[config.mk]
export PLATFORM = sky130hd
export DESIGN_NAME = sweep_peak_detector_blacklist_core
export DESIGN_NICKNAME = d
export VERILOG_FILES = /design/src/sv/spdb_pkg.sv /design/src/sv/spdb_csr.sv /design/src/sv/spdb_freq.sv /design/src/sv/spdb_track.sv /design/src/sv/sweep_peak_detector_blacklist_core.sv
export SDC_FILE = /design/constraint.sdc
export NUM_CORES = 1
export LEC_CHECK = 0
export BUFFER_PORTS_ARGS = -buffer_cell sky130_fd_sc_hd__buf_2
export CAP_MARGIN = 20
export CORE_MARGIN = 1
export CORE_UTILIZATION = 60
export DETAILED_ROUTE_END_ITERATION = 8
export PLACE_DENSITY = 0.8
export SYNTH_ARGS = -nofsm -noshare
export SYNTH_HDL_FRONTEND = slang
export SYNTH_SLANG_ARGS = --single-unit
[constraint.sdc]
create_clock -name clock -period 14.7 [get_ports clock]
set_clock_uncertainty 0.15 [all_clocks]
set_input_delay 2.205 -clock clock [delete_from_list [all_inputs] [get_ports clock]]
set_output_delay 2.205 -clock clock [all_outputs]
set_load 0.01 [all_outputs]
[src/sv/spdb_pkg.sv]
// Shared types, widths and constants of the sweep peak detector with bin blacklist.
// Used by every module of the block; depends on nothing else.
package spdb_pkg;

   localparam int MAX_BINS_DEFAULT = 128;

   localparam int FREQ_W  = 28;
   localparam int STEP_W  = 14;
   localparam int SHIFT_W = 2;
   localparam int LEVEL_W = 16;
   localparam int RSSI_W  = 9;
   localparam int BIN_OUT_W = 7;
   localparam int AGE_W   = 11;
   localparam int CMD_W   = 2;

   localparam int CSR_ADDR_W = 4;
   localparam int CSR_DATA_W = 32;

   localparam logic [FREQ_W-1:0]  START_FREQ_RESET    = 28'd43400000;
   localparam logic [STEP_W-1:0]  STEP_SIZE_RESET     = 14'd2500;
   localparam logic [SHIFT_W-1:0] STEPS_SHIFT_RESET   = 2'd1;
   localparam logic [LEVEL_W-1:0] TRIGGER_LEVEL_RESET = 16'd150;

   localparam logic [AGE_W-1:0]   AGE_LIMIT   = 11'd1024;
   localparam logic [LEVEL_W-1:0] LEVEL_AUTO  = 16'hFFFF;
   localparam logic [LEVEL_W-1:0] AUTO_MARGIN = 16'd8;
   localparam logic [LEVEL_W-1:0] MIN_NONE    = 16'hFFFF;

   typedef enum logic [CMD_W-1:0] {
      CMD_SAMPLE         = 2'd0,
      CMD_BLOCK_PEAK     = 2'd1,
      CMD_RELAUNCH       = 2'd2,
      CMD_RELAUNCH_CLEAR = 2'd3
   } cmd_type;

   typedef enum logic [1:0] {
      REG_START_FREQ    = 2'd0,
      REG_STEP_SIZE     = 2'd1,
      REG_STEPS_SHIFT   = 2'd2,
      REG_TRIGGER_LEVEL = 2'd3
   } reg_index_type;

   typedef struct packed {
      logic [FREQ_W-1:0]  start_freq;
      logic [STEP_W-1:0]  step_size;
      logic [SHIFT_W-1:0] steps_shift;
      logic [LEVEL_W-1:0] trigger_level;
      logic               trig_load;
   } cfg_type;

   typedef struct packed {
      logic               measured;
      logic               sweep_done;
      logic [RSSI_W-1:0]  peak_level;
      logic               over_level;
      logic [LEVEL_W-1:0] min_level;
      logic [LEVEL_W-1:0] active_level;
   } status_type;

endpackage

[src/sv/spdb_csr.sv]
// Configuration register file of the sweep peak detector, APB-style write and read.
// Depends on spdb_pkg for widths, reset values and register indexes.
module spdb_csr (
   input  logic                              clock,
   input  logic                              reset,
   input  logic                              csr_psel,
   input  logic                              csr_penable,
   input  logic                              csr_pwrite,
   input  logic [spdb_pkg::CSR_ADDR_W-1:0]   csr_paddr,
   input  logic [spdb_pkg::CSR_DATA_W-1:0]   csr_pwdata,
   output logic [spdb_pkg::CSR_DATA_W-1:0]   csr_prdata,
   output logic                              csr_pready,
   output spdb_pkg::cfg_type                 cfg
);
   import spdb_pkg::*;

   logic [FREQ_W-1:0]  start_freq_ff,    start_freq_in;
   logic [STEP_W-1:0]  step_size_ff,     step_size_in;
   logic [SHIFT_W-1:0] steps_shift_ff,   steps_shift_in;
   logic [LEVEL_W-1:0] trigger_level_ff, trigger_level_in;
   logic               wr_en;
   reg_index_type      reg_idx;

   assign csr_pready = 1'b1;
   assign wr_en      = csr_psel && csr_penable && csr_pwrite;
   assign reg_idx    = reg_index_type'(csr_paddr[3:2]);

   always_comb begin
      start_freq_in    = start_freq_ff;
      step_size_in     = step_size_ff;
      steps_shift_in   = steps_shift_ff;
      trigger_level_in = trigger_level_ff;
      if (wr_en) begin
         case (reg_idx)
            REG_START_FREQ:    start_freq_in    = csr_pwdata[FREQ_W-1:0];
            REG_STEP_SIZE:     step_size_in     = csr_pwdata[STEP_W-1:0];
            REG_STEPS_SHIFT:   steps_shift_in   = csr_pwdata[SHIFT_W-1:0];
            REG_TRIGGER_LEVEL: trigger_level_in = csr_pwdata[LEVEL_W-1:0];
            default: ;
         endcase
      end
   end

   always_ff @(posedge clock) begin
      if (reset) begin
         start_freq_ff    <= START_FREQ_RESET;
         step_size_ff     <= STEP_SIZE_RESET;
         steps_shift_ff   <= STEPS_SHIFT_RESET;
         trigger_level_ff <= TRIGGER_LEVEL_RESET;
      end else begin
         start_freq_ff    <= start_freq_in;
         step_size_ff     <= step_size_in;
         steps_shift_ff   <= steps_shift_in;
         trigger_level_ff <= trigger_level_in;
      end
   end

   always_comb begin
      case (reg_idx)
         REG_START_FREQ:    csr_prdata = CSR_DATA_W'(start_freq_ff);
         REG_STEP_SIZE:     csr_prdata = CSR_DATA_W'(step_size_ff);
         REG_STEPS_SHIFT:   csr_prdata = CSR_DATA_W'(steps_shift_ff);
         REG_TRIGGER_LEVEL: csr_prdata = CSR_DATA_W'(trigger_level_ff);
         default:           csr_prdata = '0;
      endcase
   end

   // The tracker reloads its live trigger in the same edge the register is written,
   // so the trigger level is handed on with the value being written.
   always_comb begin
      cfg.start_freq    = start_freq_ff;
      cfg.step_size     = step_size_ff;
      cfg.steps_shift   = steps_shift_ff;
      cfg.trigger_level = trigger_level_in;
      cfg.trig_load     = wr_en && (reg_idx == REG_TRIGGER_LEVEL);
   end

endmodule

[src/sv/spdb_freq.sv]
// Bin-to-frequency conversion: start frequency plus bin times step, modulo 2^28.
// Depends on spdb_pkg for field widths.
module spdb_freq #(
   parameter int MAX_BINS = spdb_pkg::MAX_BINS_DEFAULT
) (
   input  logic [spdb_pkg::FREQ_W-1:0]   start_freq,
   input  logic [spdb_pkg::STEP_W-1:0]   step_size,
   input  logic [$clog2(MAX_BINS)-1:0]   bin,
   output logic [spdb_pkg::FREQ_W-1:0]   freq
);
   import spdb_pkg::*;

   localparam int BIN_W  = $clog2(MAX_BINS);
   localparam int PROD_W = BIN_W + STEP_W;

   logic [PROD_W-1:0] prod;

   assign prod = PROD_W'(bin) * PROD_W'(step_size);
   assign freq = start_freq + FREQ_W'(prod);

endmodule

[src/sv/spdb_track.sv]
// Sweep state and per-word update: bin counter, sweep maximum, running minimum,
// held peak with aging, live trigger and the bin blacklist. Depends on spdb_pkg.
module spdb_track #(
   parameter int MAX_BINS = spdb_pkg::MAX_BINS_DEFAULT
) (
   input  logic                              clock,
   input  logic                              reset,
   input  spdb_pkg::cfg_type                 cfg,
   input  logic                              step_en,
   input  spdb_pkg::cmd_type                 cmd,
   input  logic [spdb_pkg::RSSI_W-1:0]       rssi,
   output logic [$clog2(MAX_BINS)-1:0]       res_bin,
   output logic [$clog2(MAX_BINS)-1:0]       res_peak_bin,
   output spdb_pkg::status_type              status
);
   import spdb_pkg::*;

   localparam int BIN_W = $clog2(MAX_BINS);
   localparam int CNT_W = $clog2(MAX_BINS + 1);

   logic [MAX_BINS-1:0] blocked_ff,       blocked_in;
   logic [BIN_W-1:0]    current_bin_ff,   current_bin_in;
   logic [RSSI_W-1:0]   sweep_max_ff,     sweep_max_in;
   logic [BIN_W-1:0]    sweep_max_bin_ff, sweep_max_bin_in;
   logic [LEVEL_W-1:0]  running_min_ff,   running_min_in;
   logic [RSSI_W-1:0]   held_peak_ff,     held_peak_in;
   logic [BIN_W-1:0]    held_peak_bin_ff, held_peak_bin_in;
   logic [AGE_W-1:0]    peak_age_ff,      peak_age_in;
   logic                peak_set_ff,      peak_set_in;
   logic [LEVEL_W-1:0]  live_trigger_ff,  live_trigger_in;

   logic [CNT_W-1:0]    bin_count;
   logic [CNT_W-1:0]    bin_next;
   logic                last_bin;

   assign bin_count = CNT_W'(MAX_BINS) >> cfg.steps_shift;
   assign bin_next  = CNT_W'(current_bin_ff) + CNT_W'(1);
   // A bin at or past the end of a shortened sweep closes it as well.
   assign last_bin  = !(bin_next < bin_count);

   always_comb begin
      blocked_in       = blocked_ff;
      current_bin_in   = current_bin_ff;
      sweep_max_in     = sweep_max_ff;
      sweep_max_bin_in = sweep_max_bin_ff;
      running_min_in   = running_min_ff;
      held_peak_in     = held_peak_ff;
      held_peak_bin_in = held_peak_bin_ff;
      peak_age_in      = peak_age_ff;
      peak_set_in      = peak_set_ff;
      live_trigger_in  = live_trigger_ff;
      res_bin           = current_bin_ff;
      status.measured   = 1'b0;
      status.sweep_done = 1'b0;
      status.over_level = 1'b0;

      if (cfg.trig_load) begin
         live_trigger_in = cfg.trigger_level;
      end

      if (step_en) begin
         case (cmd)
            CMD_SAMPLE: begin
               if (!blocked_ff[current_bin_ff]) begin
                  status.measured = 1'b1;
                  if (rssi > sweep_max_ff) begin
                     sweep_max_in     = rssi;
                     sweep_max_bin_in = current_bin_ff;
                  end
                  if (LEVEL_W'(rssi) < running_min_ff) begin
                     running_min_in = LEVEL_W'(rssi);
                  end
               end
               if (!last_bin) begin
                  current_bin_in = BIN_W'(bin_next);
                  if (peak_age_ff < AGE_LIMIT) begin
                     peak_age_in = peak_age_ff + AGE_W'(1);
                  end
               end else begin
                  status.sweep_done = 1'b1;
                  if (!peak_set_ff || (peak_age_ff >= AGE_LIMIT) ||
                      (held_peak_ff < sweep_max_in)) begin
                     peak_age_in      = '0;
                     held_peak_in     = sweep_max_in;
                     held_peak_bin_in = sweep_max_bin_in;
                     peak_set_in      = 1'b1;
                     // The sweep maximum is at most 511, so the margin never saturates.
                     if (live_trigger_ff == LEVEL_AUTO) begin
                        live_trigger_in = LEVEL_W'(sweep_max_in) + AUTO_MARGIN;
                     end
                  end
                  status.over_level = (LEVEL_W'(held_peak_in) >= live_trigger_in);
                  current_bin_in   = '0;
                  sweep_max_in     = '0;
                  sweep_max_bin_in = '0;
               end
            end
            default: begin
               if (cmd == CMD_BLOCK_PEAK) begin
                  blocked_in[held_peak_bin_ff] = 1'b1;
               end
               held_peak_in     = '0;
               peak_age_in      = '0;
               current_bin_in   = '0;
               sweep_max_in     = '0;
               sweep_max_bin_in = '0;
               if (cmd inside {CMD_RELAUNCH, CMD_RELAUNCH_CLEAR}) begin
                  running_min_in  = MIN_NONE;
                  live_trigger_in = cfg.trigger_level;
               end
               if (cmd == CMD_RELAUNCH_CLEAR) begin
                  blocked_in = '0;
               end
               res_bin = '0;
            end
         endcase
      end

      res_peak_bin        = held_peak_bin_in;
      status.peak_level   = held_peak_in;
      status.min_level    = running_min_in;
      status.active_level = live_trigger_in;
   end

   always_ff @(posedge clock) begin
      if (reset) begin
         blocked_ff       <= '0;
         current_bin_ff   <= '0;
         sweep_max_ff     <= '0;
         sweep_max_bin_ff <= '0;
         running_min_ff   <= MIN_NONE;
         held_peak_ff     <= '0;
         held_peak_bin_ff <= '0;
         peak_age_ff      <= '0;
         peak_set_ff      <= 1'b0;
         live_trigger_ff  <= TRIGGER_LEVEL_RESET;
      end else begin
         blocked_ff       <= blocked_in;
         current_bin_ff   <= current_bin_in;
         sweep_max_ff     <= sweep_max_in;
         sweep_max_bin_ff <= sweep_max_bin_in;
         running_min_ff   <= running_min_in;
         held_peak_ff     <= held_peak_in;
         held_peak_bin_ff <= held_peak_bin_in;
         peak_age_ff      <= peak_age_in;
         peak_set_ff      <= peak_set_in;
         live_trigger_ff  <= live_trigger_in;
      end
   end

endmodule

[src/sv/sweep_peak_detector_blacklist_core.sv]
// Top level of the sweep peak detector with bin blacklist: stream ports, CSR port,
// result register. Depends on spdb_pkg, spdb_csr, spdb_track and spdb_freq.
//
// Usage:
//   The req_ stream carries one word per bin: req_tuser is the command (sample,
//   blacklist the held peak, relaunch, relaunch and clear the blacklist) and
//   req_tdata the signal strength. Every accepted word yields exactly one rsp_
//   word with the bin, its frequency, the held peak and the levels; rsp_tlast
//   marks the word that closed a sweep and rsp_tuser says the sample was used.
//   rsp_tvalid rises in the cycle after acceptance. Throughput is one word per
//   cycle while the receiver takes each word: the sweep state updates at every
//   accepted word and both bin-to-frequency multiplies sit in front of the
//   result register. When the receiver stalls, the result register holds its
//   word and req_tready stays low until the word is taken.
//   The csr_ port holds start frequency, step size, steps shift and trigger level
//   at byte addresses 0, 4, 8 and 12; write them only while the block is idle.
//   Writing the trigger level also loads the live trigger.
//   Reset restores the register defaults, clears the blacklist and the peak, and
//   restarts the sweep at bin zero; no clearing pass is needed.
module sweep_peak_detector_blacklist_core #(
   parameter int MAX_BINS = spdb_pkg::MAX_BINS_DEFAULT
) (
   input  logic                              clock,
   input  logic                              reset,
   // tdata: rssi[8:0]; tuser: cmd[1:0]
   input  logic                              req_tvalid,
   output logic                              req_tready,
   input  logic [15:0]                       req_tdata,
   input  logic [1:0]                        req_tuser,
   // tdata: bin_index[6:0], bin_freq[34:7], peak_bin[41:35], peak_freq[69:42],
   //        peak_level[78:70], over_level[79], min_level[95:80], active_level[111:96]
   // tuser: measured; tlast: sweep_done
   output logic                              rsp_tvalid,
   input  logic                              rsp_tready,
   output logic [111:0]                      rsp_tdata,
   output logic                              rsp_tuser,
   output logic                              rsp_tlast,
   input  logic                              csr_psel,
   input  logic                              csr_penable,
   input  logic                              csr_pwrite,
   input  logic [spdb_pkg::CSR_ADDR_W-1:0]   csr_paddr,
   input  logic [spdb_pkg::CSR_DATA_W-1:0]   csr_pwdata,
   output logic [spdb_pkg::CSR_DATA_W-1:0]   csr_prdata,
   output logic                              csr_pready
);
   import spdb_pkg::*;

   localparam int BIN_W = $clog2(MAX_BINS);

   cfg_type           cfg;
   status_type        status;
   logic              step_en;
   logic [BIN_W-1:0]  res_bin;
   logic [BIN_W-1:0]  res_peak_bin;
   logic [FREQ_W-1:0] bin_freq;
   logic [FREQ_W-1:0] peak_freq;
   logic [111:0]      tdata_in;

   logic              rsp_tvalid_ff, rsp_tvalid_in;
   logic [111:0]      rsp_tdata_ff;
   logic              rsp_tuser_ff;
   logic              rsp_tlast_ff;

   assign req_tready = !rsp_tvalid_ff || rsp_tready;
   assign step_en    = req_tvalid && req_tready;

   spdb_csr u_csr (
      .clock       (clock),
      .reset       (reset),
      .csr_psel    (csr_psel),
      .csr_penable (csr_penable),
      .csr_pwrite  (csr_pwrite),
      .csr_paddr   (csr_paddr),
      .csr_pwdata  (csr_pwdata),
      .csr_prdata  (csr_prdata),
      .csr_pready  (csr_pready),
      .cfg         (cfg)
   );

   spdb_track #(.MAX_BINS(MAX_BINS)) u_track (
      .clock        (clock),
      .reset        (reset),
      .cfg          (cfg),
      .step_en      (step_en),
      .cmd          (cmd_type'(req_tuser)),
      .rssi         (req_tdata[RSSI_W-1:0]),
      .res_bin      (res_bin),
      .res_peak_bin (res_peak_bin),
      .status       (status)
   );

   spdb_freq #(.MAX_BINS(MAX_BINS)) u_bin_freq (
      .start_freq (cfg.start_freq),
      .step_size  (cfg.step_size),
      .bin        (res_bin),
      .freq       (bin_freq)
   );

   spdb_freq #(.MAX_BINS(MAX_BINS)) u_peak_freq (
      .start_freq (cfg.start_freq),
      .step_size  (cfg.step_size),
      .bin        (res_peak_bin),
      .freq       (peak_freq)
   );

   assign tdata_in = {status.active_level, status.min_level, status.over_level,
                      status.peak_level, peak_freq, BIN_OUT_W'(res_peak_bin),
                      bin_freq, BIN_OUT_W'(res_bin)};

   always_comb begin
      rsp_tvalid_in = rsp_tvalid_ff;
      if (step_en) begin
         rsp_tvalid_in = 1'b1;
      end else if (rsp_tready) begin
         rsp_tvalid_in = 1'b0;
      end
   end

   always_ff @(posedge clock) begin
      if (reset) begin
         rsp_tvalid_ff <= 1'b0;
      end else begin
         rsp_tvalid_ff <= rsp_tvalid_in;
      end
   end

   always_ff @(posedge clock) begin
      if (step_en) begin
         rsp_tdata_ff <= tdata_in;
         rsp_tuser_ff <= status.measured;
         rsp_tlast_ff <= status.sweep_done;
      end
   end

   assign rsp_tvalid = rsp_tvalid_ff;
   assign rsp_tdata  = rsp_tdata_ff;
   assign rsp_tuser  = rsp_tuser_ff;
   assign rsp_tlast  = rsp_tlast_ff;

   // A command word restarts the sweep and reports bin zero, unmeasured, not closing.
   a_cmd_restarts: assert property (@(posedge clock) disable iff (reset)
      req_tvalid && req_tready && (req_tuser != CMD_SAMPLE) |=>
         rsp_tvalid && (rsp_tdata[6:0] == 7'd0) && !rsp_tuser && !rsp_tlast)
      else $error("command word did not restart the sweep");

   a_over_at_end: assert property (@(posedge clock) disable iff (reset)
      rsp_tvalid && rsp_tdata[79] |-> rsp_tlast)
      else $error("over-level reported outside sweep end");

   // A used sample always pulls the running minimum below the empty marker.
   a_measured_min: assert property (@(posedge clock) disable iff (reset)
      rsp_tvalid && rsp_tuser |-> (rsp_tdata[95:80] != MIN_NONE))
      else $error("measured sample left running minimum empty");

endmodule
==> impl_metrics.env <==
export IMPL_synth_area_leaders="dfxtp_1, edfxtp_1, fa_1, ha_1, a21oi_1"
export IMPL_ys_flop_type="dfxtp_1"
export IMPL_cp_arrival_ns=12.52
export IMPL_place_hpwl_microns=46100
export IMPL_nets=3068
export IMPL_critPathTopFamily="compound AO/OA/AOI/OAI gates"
export IMPL_die_x_microns=203
export IMPL_htreeDepth=2
export IMPL_vias=19700
export IMPL_drt_iter0_markers=1734
export IMPL_timing_final_ws_setup_ns=2.36
export IMPL_yosys_area_top_type_share=0.224
export IMPL_totalWireLength_microns=64800
export IMPL_ant_nets=0
export IMPL_synth_area_sq_um=24400
export IMPL_place_congestion=0.924
export IMPL_setup_violations=0
export IMPL_crit_buf_inv=4
export IMPL_area_growth_syn_to_layout_pct=10.6
export IMPL_start_kind="primary input"
export IMPL_hold_buffers=0
export IMPL_synth_area_per_cell_sq_um=9.36
export IMPL_clock_latency_ns=0.60
export IMPL_antenna_found_initial=1
export IMPL_max_stage_delay_ns=0.81
export IMPL_crit_path_end_kind="flip-flop"
export IMPL_rows=73
export IMPL_start_util=0.610
export IMPL_synth_common_cells="nand2_1, dfxtp_1, inv_1"
export IMPL_grt_setup_unrepaired="no"
export IMPL_tightest_slew_ns=1.07
export IMPL_critPathRequiredTime_ns=14.88
export IMPL_synth_most_common_cell="nand2_1"
export IMPL_synth_cell_types=80
export IMPL_yosysWarnings=0
export IMPL_finalHoldViolations=0
export IMPL_path_clk_slew_ns=0.06
export IMPL_cts_buffers=42
export IMPL_run_status="finished, final reports clean"
export IMPL_via_per_inst=6.02
export IMPL_slew_violations=0
export IMPL_cts_root_buf="clkbuf_16"
export IMPL_cts_sinks=386
export IMPL_worst_path_most_repeated_cell="a21o_1"
export IMPL_grt_max_degree=101
export IMPL_period_minus_slack_ns=12.34
export IMPL_grt_pass1_wl_microns=103000
export IMPL_ir_worst_vdd_mv=0.0856
export IMPL_io_pins=210
export IMPL_clk_path_buf_depth=3
export IMPL_min_path_type="flip-flop to flip-flop"
export IMPL_max_freq_mhz=81.0
export IMPL_syn_instance_count=2602
export IMPL_gr_total_overflow=0
export IMPL_routedWlPerCell_microns=19.8
export IMPL_p_per_area_nw_per_um2=89.5
export IMPL_die_y_microns=203
export IMPL_synth_edff_count=114
export IMPL_worst_path_max_delay_cell="mux2i_2"
export IMPL_max_cap_violations=0
export IMPL_pre_cts_ws_ns=1.93
export IMPL_cts_resized=0
export IMPL_core_area_sq_um=39900
export IMPL_drive_above_1_share=0.130
export IMPL_port_buffers=191
export IMPL_fin_crit_sh=0.839
export IMPL_ys_seq_area_frac=0.364
export IMPL_synthArstFlopShare=0
export IMPL_synth_top_area_cell="dfxtp_1"
export IMPL_synth_seq_cells=386
export IMPL_path_max_fanout=25
export IMPL_max_slew_margin_rel=0.284
export IMPL_crit_type="primary input to flip-flop"
export IMPL_track_usage=0.316
export IMPL_leakage_nw=11.9
export IMPL_drc=0
export IMPL_cts_tree="yes"
export IMPL_first_pass_iters=8
export IMPL_post_cts_buffers=0
export IMPL_grt_pass1_vias=19900
export IMPL_setup_tns_ns=0
export IMPL_die_area_sq_um=41400
[final timing paths]
check | start | end | slack (ns) | cells after the start
worst max-delay path | req_tdata[7] | rsp_tdata[69] | 2.36 | 36
worst min-delay path | u_track.blocked_ff[61] | u_track.blocked_ff[61] | 0.31 | 2
worst max register to register | u_track.current_bin_ff[2] | rsp_tdata[69] | 2.92 | 35
worst min register to register | u_track.blocked_ff[61] | u_track.blocked_ff[61] | 0.31 | 2
[where the power goes]
group	switching (W)	internal, W	total (W)
combinational	0.000136	0.0000682	0.000204
sequential	0.0000148	0.00112	0.00114
clock	0.000456	0.000613	0.00107
total	0.000607	0.00180	0.00241
[routing by layer]
layer  vias to the layer above  part of all wire  track usage
li1                       9009                 -            -
met1                      9702              0.40        0.396
met2                       829              0.49        0.533
met3                       165             0.075       0.0636
met4                         0             0.038        0.129
met5                         -                 0            0
[cells in the final DEF, fill, tap and decap left out, types with 104 or more instances in the layout]
cell      count
ha_1        133
and2_1      104
nor2_1      234
a21oi_1     238
nand2_1     280
buf_2       190
inv_1       259
fa_1        156
edfxtp_1    114
dfxtp_1     269
[final cells by class]
cell class | instances | area (sq um)
multi-input cells | 1816 | 13900
clock buffers | 55 | 1190
repair buffers | 211 | 1130
fillers | 3034 | 13000
diodes | 1 | 2.50
inverters | 261 | 985
well taps | 525 | 657
flip-flops and latches | 386 | 8870
clock inverters | 17 | 208
[sequential cells by signal, summed over array words and instances (netlist names), 9 cells and up]
name	count
rsp_tdata	112
u_csr.start_freq_ff	28
u_csr.step_size_ff	14
u_csr.trigger_level_ff	16
u_track.blocked_ff	128
u_track.held_peak_ff	9
u_track.live_trigger_ff	16
u_track.peak_age_ff	11
u_track.running_min_ff	16
u_track.sweep_max_ff	9
[logic make-up after synthesis]
kind of cell | count (synthesis) | share of synthesized area
buf+inv | 403 | 0.0667
mux | 103 | 0.0583
xor+xnor | 56 | 0.0201
compound gates | 507 | 0.127
fa+ha+maj | 289 | 0.197
simple gates | 856 | 0.166
other cells | 2 | 0.000308
flops | 386 | 0.364
[worst reg2reg max path: cells and delay by family (launching register included)]
kind / cells / cell delay (ns)
compound gates: 15 / 4.34
fa+ha+maj: 6 / 2.68
simple gates: 7 / 1.60
mux: 2 / 1.04
flops: 1 / 0.93
buf+inv: 4 / 0.64
xor+xnor: 1 / 0.14
[through the flow]
stage	area [sq um]	hold WS (ns)	power [W]	util	cells
3_3_place_gp	25500	0.292	0.00135	0.638	3195
3_5_place_dp	25500	0.299	0.00136	0.639	3197
2_1_floorplan	24400	0.278	0.00129	-	2605
5_1_grt	26900	0.319	0.00249	0.675	3271
4_1_cts	26900	0.313	0.00242	0.674	3269
6_report	26900	0.315	0.00241	0.675	3272
Note: power is estimated with default switching activity, not from simulation.
